## src/design/spin_adapted_triple_index_map_unit_macros.svh

```systemverilog
// assertion macros for the spin-adapted triple index map unit
`ifndef SPIN_ADAPTED_TRIPLE_INDEX_MAP_UNIT_MACROS_SVH
`define SPIN_ADAPTED_TRIPLE_INDEX_MAP_UNIT_MACROS_SVH

`ifndef SYNTHESIS
// checked while out of reset
`define SATIM_ASSERT(lbl, prop, msg) \
  lbl: assert property (@(posedge clk_i) disable iff (!rst_ni) prop) else $error(msg);
// checked during reset as well
`define SATIM_ASSERT_RST(lbl, prop, msg) \
  lbl: assert property (@(posedge clk_i) prop) else $error(msg);
`else
`define SATIM_ASSERT(lbl, prop, msg)
`define SATIM_ASSERT_RST(lbl, prop, msg)
`endif

`endif

```

## src/design/satim_pkg.sv

```systemverilog
// shared types, constants and binomial tables of the triple index map
package satim_pkg;

  localparam int OrbWidth     = 4;
  localparam int NumWidth     = 5;
  localparam int TblDepth     = 1 << NumWidth;
  localparam int IndexWidth   = 11;
  localparam int CalcWidth    = 16;
  localparam int CoefWidth    = 18;
  localparam int CountWidth   = 2;

  localparam logic [NumWidth-1:0] SpatialOrbitalsReset = 5'd16;

  localparam logic [CountWidth-1:0] TermsNone = 2'd0;
  localparam logic [CountWidth-1:0] TermsOne  = 2'd1;
  localparam logic [CountWidth-1:0] TermsTwo  = 2'd2;

  // signed q2.16 coefficient magnitudes
  localparam logic signed [CoefWidth-1:0] CoefOne       = 18'sd65536;
  localparam logic signed [CoefWidth-1:0] CoefHalf      = 18'sd32768;
  localparam logic signed [CoefWidth-1:0] CoefHalfSqrt3 = 18'sd56756;
  localparam logic signed [CoefWidth-1:0] CoefHalfSqrt2 = 18'sd46341;
  localparam logic signed [CoefWidth-1:0] CoefHalfSqrt6 = 18'sd80265;

  typedef logic [CalcWidth-1:0] comb_tbl_t [TblDepth];

  // decoded item: which index form to build and its coefficients
  typedef struct packed {
    logic [CountWidth-1:0]       cnt;
    logic                        pair;
    logic                        quart;
    logic                        spin1;
    logic [NumWidth-1:0]         n;
    logic [OrbWidth-1:0]         x;
    logic [OrbWidth-1:0]         y;
    logic [OrbWidth-1:0]         z;
    logic signed [CoefWidth-1:0] coef0;
    logic signed [CoefWidth-1:0] coef1;
  } dec_t;

  function automatic comb_tbl_t build_choose2();
    comb_tbl_t t;
    for (int i = 0; i < TblDepth; i++) begin
      t[i] = CalcWidth'((i * (i - 1)) / 2);
    end
    return t;
  endfunction

  function automatic comb_tbl_t build_choose3();
    comb_tbl_t t;
    for (int i = 0; i < TblDepth; i++) begin
      t[i] = CalcWidth'((i * (i - 1) * (i - 2)) / 6);
    end
    return t;
  endfunction

  localparam comb_tbl_t Choose2Table = build_choose2();
  localparam comb_tbl_t Choose3Table = build_choose3();

endpackage

```

## src/design/satim_decode.sv

```systemverilog
// first stage logic: range check, case split, sorting and coefficient choice
module satim_decode import satim_pkg::*; #(
  parameter int MAX_ORBITALS = 16
) (
  input  logic [NumWidth-1:0] spatial_orbitals_i,
  input  logic                spin_block_i,
  input  logic                pair_spin_i,
  input  logic [OrbWidth-1:0] orbital_first_i,
  input  logic [OrbWidth-1:0] orbital_second_i,
  input  logic [OrbWidth-1:0] orbital_third_i,
  output dec_t                dec_o
);

  localparam logic [NumWidth:0] MaxOrb = (NumWidth + 1)'(MAX_ORBITALS);

  logic [NumWidth-1:0]         n_eff;
  logic [OrbWidth-1:0]         a, b, c, lo, hi;
  logic                        s, in_range, neg;
  logic signed [CoefWidth-1:0] m0, m1;

  assign a = orbital_first_i;
  assign b = orbital_second_i;
  assign c = orbital_third_i;
  assign s = pair_spin_i;

  // register values above the build limit are clamped
  assign n_eff = ({1'b0, spatial_orbitals_i} > MaxOrb) ? MaxOrb[NumWidth-1:0]
                                                      : spatial_orbitals_i;
  assign in_range = (NumWidth'(a) < n_eff) && (NumWidth'(b) < n_eff) &&
                    (NumWidth'(c) < n_eff);
  assign lo = (a < b) ? a : b;
  assign hi = (a < b) ? b : a;

  always_comb begin
    dec_o   = '0;
    dec_o.n = n_eff;
    m0      = '0;
    m1      = '0;
    neg     = 1'b0;
    if (in_range && !(a == b && b == c)) begin
      if (!spin_block_i) begin
        if (a == b) begin
          if (!s) begin
            dec_o.cnt  = TermsOne;
            dec_o.pair = 1'b1;
            dec_o.x    = a;
            dec_o.z    = c;
            m0         = CoefOne;
          end
        end else if (a < b && b < c) begin
          dec_o.cnt   = TermsOne;
          dec_o.spin1 = s;
          {dec_o.x, dec_o.y, dec_o.z} = {a, b, c};
          m0          = CoefOne;
        end else begin
          // swapped pair flips sign for pair spin one
          neg = (a > b) && s;
          if (a > b && c > hi) begin
            dec_o.cnt   = TermsOne;
            dec_o.spin1 = s;
            {dec_o.x, dec_o.y, dec_o.z} = {b, a, c};
            m0          = CoefOne;
          end else if (c < lo) begin
            dec_o.cnt = TermsTwo;
            {dec_o.x, dec_o.y, dec_o.z} = {c, lo, hi};
            m0 = s ? -CoefHalfSqrt3 : -CoefHalf;
            m1 = s ? -CoefHalf : CoefHalfSqrt3;
          end else if (c == lo) begin
            dec_o.cnt  = TermsOne;
            dec_o.pair = 1'b1;
            dec_o.x    = c;
            dec_o.z    = hi;
            m0 = s ? -CoefHalfSqrt6 : -CoefHalfSqrt2;
          end else if (c < hi) begin
            dec_o.cnt = TermsTwo;
            {dec_o.x, dec_o.y, dec_o.z} = {lo, c, hi};
            m0 = s ? -CoefHalfSqrt3 : -CoefHalf;
            m1 = s ? CoefHalf : -CoefHalfSqrt3;
          end else begin
            dec_o.cnt  = TermsOne;
            dec_o.pair = 1'b1;
            dec_o.x    = hi;
            dec_o.z    = lo;
            m0 = s ? CoefHalfSqrt6 : -CoefHalfSqrt2;
          end
        end
      end else if (s && a != b && b != c && c != a) begin
        dec_o.cnt   = TermsOne;
        dec_o.quart = 1'b1;
        m0          = CoefOne;
        if (a < b) begin
          if (b < c) begin
            {dec_o.x, dec_o.y, dec_o.z} = {a, b, c};
          end else if (c < a) begin
            {dec_o.x, dec_o.y, dec_o.z} = {c, a, b};
          end else begin
            {dec_o.x, dec_o.y, dec_o.z} = {a, c, b};
            neg = 1'b1;
          end
        end else begin
          if (a < c) begin
            {dec_o.x, dec_o.y, dec_o.z} = {b, a, c};
            neg = 1'b1;
          end else if (c < b) begin
            {dec_o.x, dec_o.y, dec_o.z} = {c, b, a};
            neg = 1'b1;
          end else begin
            {dec_o.x, dec_o.y, dec_o.z} = {b, c, a};
          end
        end
      end
    end
    dec_o.coef0 = neg ? -m0 : m0;
    dec_o.coef1 = neg ? -m1 : m1;
  end

endmodule

```

## src/design/spin_adapted_triple_index_map_unit.sv

```systemverilog
// top level of the spin-adapted triple index map: four-stage lookup pipeline
//
// usage
// - input channel (in_valid_i / in_ready_o) carries one item: spin block,
//   pair spin and three orbital indices
// - output channel (out_valid_o / out_ready_i) returns one result per item:
//   term count, up to two linear basis indices and their q2.16 coefficients
// - cfg_we_i writes the spatial orbital count from cfg_wdata_i;
//   write it only while no item is in flight
// - out_valid_o rises once the item has passed the four register stages
//   (decode, binomial table lookup, index sum, output select); one item
//   per cycle is taken and delivered while the receiver does not stall
// - a stalled receiver holds the output register; each stage only moves
//   when the stage after it is empty or moving, so bubbles are squeezed
//   out and in_ready_o drops only when all four stages hold an item
// - reset empties the pipeline and loads sixteen spatial orbitals
module spin_adapted_triple_index_map_unit import satim_pkg::*; #(
  parameter int MAX_ORBITALS = 16
) (
  input  logic                        clk_i,
  input  logic                        rst_ni,
  input  logic                        cfg_we_i,
  input  logic [NumWidth-1:0]         cfg_wdata_i,
  input  logic                        in_valid_i,
  output logic                        in_ready_o,
  input  logic                        spin_block_i,
  input  logic                        pair_spin_i,
  input  logic [OrbWidth-1:0]         orbital_first_i,
  input  logic [OrbWidth-1:0]         orbital_second_i,
  input  logic [OrbWidth-1:0]         orbital_third_i,
  output logic                        out_valid_o,
  input  logic                        out_ready_i,
  output logic [CountWidth-1:0]       term_count_o,
  output logic [IndexWidth-1:0]       index_zero_o,
  output logic signed [CoefWidth-1:0] coef_zero_o,
  output logic [IndexWidth-1:0]       index_one_o,
  output logic signed [CoefWidth-1:0] coef_one_o
);

`include "spin_adapted_triple_index_map_unit_macros.svh"

  // table lookup results, stage two
  typedef struct packed {
    logic [CountWidth-1:0]       cnt;
    logic                        pair;
    logic signed [CoefWidth-1:0] coef0;
    logic signed [CoefWidth-1:0] coef1;
    logic [CalcWidth-1:0]        base;
    logic [CalcWidth-1:0]        c3n;
    logic [CalcWidth-1:0]        c3x;
    logic [CalcWidth-1:0]        c2x;
    logic [CalcWidth-1:0]        c2y;
    logic [CalcWidth-1:0]        cz;
    logic [CalcWidth-1:0]        prod;
    logic [CalcWidth-1:0]        off;
  } look_t;

  // summed indices, stage three
  typedef struct packed {
    logic [CountWidth-1:0]       cnt;
    logic                        pair;
    logic signed [CoefWidth-1:0] coef0;
    logic signed [CoefWidth-1:0] coef1;
    logic [CalcWidth-1:0]        tri_idx;
    logic [CalcWidth-1:0]        pair_idx;
    logic [CalcWidth-1:0]        c3n;
  } sum_t;

  logic [NumWidth-1:0] spatial_orbitals_q;

  dec_t  dec;
  dec_t  s1_q;
  look_t s2_d, s2_q;
  sum_t  s3_d, s3_q;
  logic  v1_q, v2_q, v3_q, v4_q;
  logic  rdy1, rdy2, rdy3, rdy4;

  logic [NumWidth-1:0]  n_minus_x;
  logic [CalcWidth-1:0] c2n, idx1_sum;

  logic [CountWidth-1:0]       cnt_q;
  logic [IndexWidth-1:0]       idx0_q, idx1_q;
  logic signed [CoefWidth-1:0] cf0_q, cf1_q;

  // configuration register
  always_ff @(posedge clk_i or negedge rst_ni) begin
    if (!rst_ni) begin
      spatial_orbitals_q <= SpatialOrbitalsReset;
    end else if (cfg_we_i) begin
      spatial_orbitals_q <= cfg_wdata_i;
    end
  end

  // ready chain: a stage moves when the next one is empty or moving
  assign rdy4       = !v4_q || out_ready_i;
  assign rdy3       = !v3_q || rdy4;
  assign rdy2       = !v2_q || rdy3;
  assign rdy1       = !v1_q || rdy2;
  assign in_ready_o = rdy1;

  always_ff @(posedge clk_i or negedge rst_ni) begin
    if (!rst_ni) begin
      v1_q <= 1'b0;
      v2_q <= 1'b0;
      v3_q <= 1'b0;
      v4_q <= 1'b0;
    end else begin
      if (rdy1) begin
        v1_q <= in_valid_i;
      end
      if (rdy2) begin
        v2_q <= v1_q;
      end
      if (rdy3) begin
        v3_q <= v2_q;
      end
      if (rdy4) begin
        v4_q <= v3_q;
      end
    end
  end

  // stage one: decode
  satim_decode #(
    .MAX_ORBITALS(MAX_ORBITALS)
  ) u_decode (
    .spatial_orbitals_i(spatial_orbitals_q),
    .spin_block_i      (spin_block_i),
    .pair_spin_i       (pair_spin_i),
    .orbital_first_i   (orbital_first_i),
    .orbital_second_i  (orbital_second_i),
    .orbital_third_i   (orbital_third_i),
    .dec_o             (dec)
  );

  // stage two: binomial lookups and the pair product
  assign n_minus_x = s1_q.n - NumWidth'(s1_q.x);
  assign c2n       = Choose2Table[s1_q.n];

  always_comb begin
    s2_d       = '0;
    s2_d.cnt   = s1_q.cnt;
    s2_d.pair  = s1_q.pair;
    s2_d.coef0 = s1_q.coef0;
    s2_d.coef1 = s1_q.coef1;
    s2_d.c3n   = Choose3Table[s1_q.n];
    s2_d.c3x   = Choose3Table[n_minus_x];
    s2_d.c2x   = Choose2Table[n_minus_x - NumWidth'(1)];
    s2_d.c2y   = Choose2Table[s1_q.n - NumWidth'(s1_q.y)];
    s2_d.cz    = CalcWidth'(s1_q.z) - CalcWidth'(s1_q.y) - CalcWidth'(1);
    // pair states come first, then the spin zero and spin one triples
    s2_d.base  = s1_q.quart ? '0
                            : ({c2n[CalcWidth-2:0], 1'b0} +
                               (s1_q.spin1 ? Choose3Table[s1_q.n] : '0));
    s2_d.prod  = CalcWidth'(s1_q.x) * CalcWidth'(s1_q.n - NumWidth'(1));
    s2_d.off   = (s1_q.z < s1_q.x) ? CalcWidth'(s1_q.z)
                                   : CalcWidth'(s1_q.z) - CalcWidth'(1);
  end

  // stage three: lexicographic rank and pair index sums
  always_comb begin
    s3_d.cnt      = s2_q.cnt;
    s3_d.pair     = s2_q.pair;
    s3_d.coef0    = s2_q.coef0;
    s3_d.coef1    = s2_q.coef1;
    s3_d.c3n      = s2_q.c3n;
    s3_d.tri_idx  = s2_q.base + s2_q.c3n - s2_q.c3x + s2_q.c2x - s2_q.c2y + s2_q.cz;
    s3_d.pair_idx = s2_q.prod + s2_q.off;
  end

  // second term is the same triple with pair spin one
  assign idx1_sum = s3_q.tri_idx + s3_q.c3n;

  // payload registers
  always_ff @(posedge clk_i) begin
    if (rdy1 && in_valid_i) begin
      s1_q <= dec;
    end
    if (rdy2 && v1_q) begin
      s2_q <= s2_d;
    end
    if (rdy3 && v2_q) begin
      s3_q <= s3_d;
    end
    if (rdy4 && v3_q) begin
      cnt_q  <= s3_q.cnt;
      idx0_q <= (s3_q.cnt == TermsNone) ? '0
              : s3_q.pair ? s3_q.pair_idx[IndexWidth-1:0]
                          : s3_q.tri_idx[IndexWidth-1:0];
      cf0_q  <= (s3_q.cnt == TermsNone) ? '0 : s3_q.coef0;
      idx1_q <= (s3_q.cnt == TermsTwo) ? idx1_sum[IndexWidth-1:0] : '0;
      cf1_q  <= (s3_q.cnt == TermsTwo) ? s3_q.coef1 : '0;
    end
  end

  assign out_valid_o  = v4_q;
  assign term_count_o = cnt_q;
  assign index_zero_o = idx0_q;
  assign coef_zero_o  = cf0_q;
  assign index_one_o  = idx1_q;
  assign coef_one_o   = cf1_q;

  // checks
  `SATIM_ASSERT_RST(a_reset_empty, !rst_ni |=> !out_valid_o && in_ready_o, "pipeline not empty in reset")
  `SATIM_ASSERT(a_full_on_stall, !in_ready_o |-> v1_q && v2_q && v3_q && out_valid_o && !out_ready_i, "input blocked with a free stage")
  `SATIM_ASSERT(a_count_range, out_valid_o |-> term_count_o != 2'd3, "term count out of range")
  `SATIM_ASSERT(a_unused_zero, out_valid_o && term_count_o != TermsTwo |-> index_one_o == '0 && coef_one_o == '0, "second term not cleared")

endmodule

```

## config.mk

```make
export PLATFORM = sky130hd
export DESIGN_NAME = spin_adapted_triple_index_map_unit
export DESIGN_NICKNAME = d
export VERILOG_FILES = /design/src/design/satim_pkg.sv /design/src/design/satim_decode.sv /design/src/design/spin_adapted_triple_index_map_unit.sv
export VERILOG_INCLUDE_DIRS = /design/src /design/src/design
export SDC_FILE = /design/constraint.sdc
export NUM_CORES = 1
export LEC_CHECK = 0
export BUFFER_PORTS_ARGS = -buffer_cell sky130_fd_sc_hd__buf_2
export CORE_ASPECT_RATIO = 2
export CORE_MARGIN = 4
export CORE_UTILIZATION = 65
export DETAILED_ROUTE_END_ITERATION = 16
export GPL_TIMING_DRIVEN = 1
export PLACE_DENSITY = 0.82
export SLEW_MARGIN = 20
export SYNTH_ARGS = -nofsm -noshare
export SYNTH_HDL_FRONTEND = slang
export SYNTH_SLANG_ARGS = --single-unit
```

## constraint.sdc

```tcl
create_clock -name clk_i -period 9.2 [get_ports clk_i]
set_clock_uncertainty 0.05 [all_clocks]
set_input_delay 1.84 -clock clk_i [delete_from_list [all_inputs] [get_ports clk_i]]
set_output_delay 1.84 -clock clk_i [all_outputs]
set_load 0.005 [all_outputs]
```

* Yosys cells after proc, flatten, opt, wreduce, memory -nomap -nowiden
Memory sizes are Yosys's and may differ from the RTL's. A register that Yosys moved wholly into a read port is not among the register bits.
Cells that the tools add are included.
** Storage, ports and cells
- Flip-flop bits (word level) :: 282
- Memory bits (read-only) :: 2560
- Output and inout port bits :: 62
- Word-level logic and storage cells :: 196
- Memories kept :: 5
** Memory list
- (no name shown) :: depth 32, bits a word 16, rd ports 1, clocked after memory_dff 0, write ports 0, line spin_adapted_triple_index_map_unit.sv:154 : (s1_q.spin1 ? Choose3Table[s1_q.n] : '0));
- (no name shown) :: depth 32, bits a word 16, rd ports 1, clocked after memory_dff 1, write ports 0, line spin_adapted_triple_index_map_unit.sv:149 : s2_d.c2y = Choose2Table[s1_q.n - NumWidth'(s1_q.y)];
- (no name shown) :: depth 32, bits a word 16, rd ports 1, clocked after memory_dff 1, write ports 0, line spin_adapted_triple_index_map_unit.sv:148 : s2_d.c2x = Choose2Table[n_minus_x - NumWidth'(1)];
- (no name shown) :: depth 32, bits a word 16, rd ports 1, clocked after memory_dff 1, write ports 0, line spin_adapted_triple_index_map_unit.sv:147 : s2_d.c3x = Choose3Table[n_minus_x];
- (no name shown) :: depth 32, bits a word 16, rd ports 1, clocked after memory_dff 0, write ports 0, line spin_adapted_triple_index_map_unit.sv:138 : assign c2n = Choose2Table[s1_q.n];
** Operators by class
- Add/sub/neg operators :: 17
- Multipliers :: 1
- $lt $le $gt $ge :: 15
- Equality and inequality tests :: 7
- Mux-type cells :: 82
- Bitwise gates (word level) :: 5
- Reduce and logical (&&, ||, !) cells :: 27
** Operators with widths (number)
- 2-to-1 mux 18 bit :: 21
- 2-to-1 mux 12 bit :: 10
- adder 11 bit :: 6
- 2-to-1 mux 4 bit :: 14
- 2-to-1 mux 17 bit :: 3
- 2-to-1 mux 11 bit :: 4
- negator 18 bit :: 2
- < comparator 4 bit :: 8
- inverter 5 -> 6 bit :: 4
- subtractor 11 bit :: 2
- 2-to-1 mux 10 bit :: 2
- 2-to-1 mux 1 bit :: 18
- 2-to-1 mux 16 bit :: 1
- < comparator 4 x 5 -> 1 bit :: 3
- logical AND 1 bit :: 14
- equality test 4 bit :: 3
- 2-to-1 mux 2 bit :: 6
- inequality test 4 bit :: 3
- multiplier 5 x 6 -> 11 bit :: 1
- subtractor 5 x 4 -> 5 bit :: 2
- greater-than comparator 4 bit :: 2
- greater-or-equal comparator 6 bit (second input constant) :: 1
- 2-to-1 mux 3 bit :: 2
- subtractor 5 x 1 -> 6 bit (second input constant) :: 1
- 14 further kinds :: 21

* Depth between registers and ports, before layout
- Word-level depth :: 13
- Mapped depth :: 25
- Depth with buffers taken out :: 20

* Modules after synthesis
From an unflattened synthesis, not the netlist that was laid out.
** Second synthesis, totals
- Cells, all modules :: 1665
- Area, all modules :: 18878.1 µm²
** By module, submodules not included
- spin_adapted_triple_index_map_unit :: times used 1, cells each 1255, area each 16173.0 µm², sequential area each 9295.2 µm²
- satim_decode :: times used 1, cells each 410, area each 2705.1 µm², sequential area each 0.0 µm²

* Worst setup path after synthesis
Ideal clock, no wire load.
- Kind :: input to register
- From :: input orbital_second_i[1]
- To :: register s1_q[24] (netlist bit) (data pin)
- Arrival time :: 5.893 ns
- Setup slack :: 3.001 ns
- Cell stages on the path :: 24
- Path buffers :: 5
- Path through :: clkbuf_1 inv_1 ha_1 nor2b_1 o21a_1 nor2_1 clkbuf_1 buf_1 nand2_1 o21ai_0 ha_1 inv_1 a21oi_1 o21a_1 clkbuf_1 inv_1 clkbuf_1 ha_1 nor2_1 nor3_1 inv_1 ha_1 o31ai_1 a22o_1
** RTL lines
- start, declared :: line spin_adapted_triple_index_map_unit.sv:29 : input logic [OrbWidth-1:0] orbital_second_i,
- end signal, assigned :: line spin_adapted_triple_index_map_unit.sv:177 : s1_q <= dec;
- end, declared :: line spin_adapted_triple_index_map_unit.sv:72 : dec_t s1_q;

==> reports/results.txt <==
Status: complete, no violations
Vias in the first global route: 13518
Syn Std Cell Area: 17800 um^2
Shortest period the worst path allows: 6.25 ns
Initial antenna violation count: 0
Diode count: 0
Worst-case clock buffer depth: 3
Hold Path Sink: s3_q[64]
Post-Syn Instances: 1581
Top-count cell post-synth: edfxtp_1
GRT overflow: 0
IO Pins: 86
# Max-Cap Violations: 0
Layout overhead on the synthesized area: 8.83%
DP HPWL: 38300 um
R2R Setup Slk: 4.22 ns
WL met2: 29100 um
Hold Crit Class: register to register
Met3 wire length: 2320 um
GR Util All Layers: 33.9%
Top cells by instance count after synthesis: edfxtp_1, inv_1, ha_1
Area share of the largest cell type after synthesis: 47.6%
Share of layout cells above drive strength 1: 10.6%
Starting DRT DRC Count: 1327
Synth area leader: edfxtp_1
Cts repair resizes: 0
Synth cell types: 82
CTS Buf Count: 25
Post-synth EDFFs: 282
Max layer used: met4
Clk_lat worst skew: 0.56 ns
Post-synthesis area per instance: 11.3 um^2
Commonest register cell after synthesis: edfxtp_1
Die X: 125 um
Die ar.: 30300 um^2
Rows: 85
Gp weighted congestion: 1.03
Port Buf Inserts: 83
Final setup fails: 0
Critical path data required time: 9.46 ns
CTS tree: built
H-tree Lvls: 1
Largest net degree at the start of global routing: 78
RSZ-0062 raised after global routing: false
RR Startpoint: s1_q[48]
Max Freq: 0.160 GHz
Setup TNS: 0 ns
Synthesis Warnings: 0
Hold Path Stages: 0
Yosys reg bits: 291
Total setup buffers inserted after CTS: 0
Final Hold Fails: 0
Vias: 12921
Max-slew headroom: 17.4%
Final WL: 51300 um
Async set-reset flop share out of synthesis: 3.09%
DRT Pass-1 Iters: 5
CORE AREA: 27000 um^2
DRC viols: 0
Wirelength per Cell: 25.4 um
Synth top area cells: edfxtp_1, ha_1, fa_1, inv_1, xnor2_1
Final period util: 67.9%
R2r endpoint: s2_q[26]
Worst setup SP type: input pin
Final Slew Violations: 0
CP Capture Type: register
Met1 wire length: 15100 um
Clock Pin Slew Worst Setup and Hold Paths: 0.08 ns
# clock sinks: 291
Die Height: 242 um
Worst-Margin Slew: 1.23 ns
First-pass GRT wire length: 78200 um
Worst setup path class: input pin to register
Worst vdd ir: 245 uV
Hold_buf cts: 0
Vias per cell: 6.40
ANT nets after route: 0
Sequential share of the synthesized area: 48.8%
Clk root buf: clkbuf_16
Initial Utilization: 65.9%
Cell area power density: 336 nW/um^2
Worst path arrival time: 6.50 ns
Worst setup margin: 2.95 ns
P_leak: 8.16 nW
Reg2Reg Depth: 16
Min-delay src: s2_q[144]
NumNets Final: 1878
Worst slack at placement: 2.49 ns
Worst-path maximum fanout: 14
[metal layers]
metal	global-route usage, %	vias to the layer above
li1	-	5794
met2	66.7	652
met5	0	-
met4	24.9	0
met3	2.89	234
met1	31.3	6241
[state kept, by name, summed over array words and instances (netlist names)]
name,flops
term_count_o,2
coef_one_o,13
s1_q,53
index_one_o,11
s3_q,67
index_zero_o,11
s2_q,107
v1_q,1
v3_q,1
coef_zero_o,18
v2_q,1
spatial_orbitals_q,5
out_valid_o,1
[layout by cell type, fill, tap and decap left out, types with 16 or more instances in the layout]
master	netlist	routed
o21ai_0	74	73
edfxtp_1	282	282
nand2b_1	16	16
xnor2_1	57	57
a21oi_1	97	97
nand2_1	110	110
ha_1	145	145
buf_4	6	16
buf_2	3	83
nor3_1	27	27
clkbuf_16	0	25
nor2b_1	37	35
and2_1	36	33
a21o_1	29	29
inv_1	160	160
fa_1	56	56
nand3_1	23	23
nor2_1	119	118
mux2i_1	22	22
xor2_1	23	23
[cell families after synthesis]
| group | Yosys count | share of synthesized area, % |
|---|---|---|
| compound gates | 338 | 12.2 |
| xor+xnor | 82 | 4.20 |
| fa+ha+maj | 201 | 16.5 |
| buf+inv | 217 | 4.77 |
| flops | 291 | 48.8 |
| mux | 33 | 2.06 |
| other cells | 1 | 0.0211 |
| simple gates | 418 | 11.4 |
[worst max path at each step]
stage                         from        to
3_5_place_dp   orbital_second_i[3]   s1_q[6]
6_report       orbital_second_i[3]   s1_q[6]
2_1_floorplan  orbital_second_i[1]  s1_q[24]
5_1_grt         orbital_first_i[3]  s1_q[26]
3_3_place_gp   orbital_second_i[3]   s1_q[6]
4_1_cts        orbital_second_i[3]   s1_q[6]
[critical path, stage by stage]
cell and delay, ns:
buf_2 0.17, inv_1 0.14, ha_1 0.44, inv_1 0.09, a21oi_1 0.53, a21oi_1 0.15
a21oi_1 0.28, ha_1 0.31, a21oi_1 0.14, o21a_1 0.51, o22ai_1 0.34, buf_4 0.25
or3_1 0.51, ha_1 0.30, ha_1 0.23, nor2_1 0.16, xnor2_1 0.08
[per-stage QoR]
stage | hold WS (ns) | total power [mW] | area, um^2 | std cells | utilization (%)
floorplan | 0.350 | 4.43 | 17800 | 1582 | -
global placement | 0.351 | 5.08 | 18600 | 1974 | 68.7
detailed placement | 0.355 | 5.32 | 18600 | 1974 | 68.7
CTS | 0.362 | 6.50 | 19400 | 2020 | 71.7
global route | 0.377 | 6.94 | 19400 | 2020 | 71.7
finish | 0.358 | 6.51 | 19400 | 2020 | 71.7
[cell type report]
cell class	count	area [um^2]
Fill cell	1799	7640
Timing Repair Buffer	99	536
Multi-Input combinational cell	1074	8290
Tap cell	348	435
Inverter	162	609
Clock buffer	27	633
Sequential cell	291	8690
Clock inverter	19	181
[report_power, final]
part           internal, mW  total [mW]  switching, mW  leakage [nW]
Sequential             1.97        2.14          0.170          2.90
Combinational          1.36        3.29           1.93          4.87
Clock                 0.568        1.08          0.509         0.392
Total                  3.90        6.51           2.61          8.16
Power figures use the tool's default switching activity.
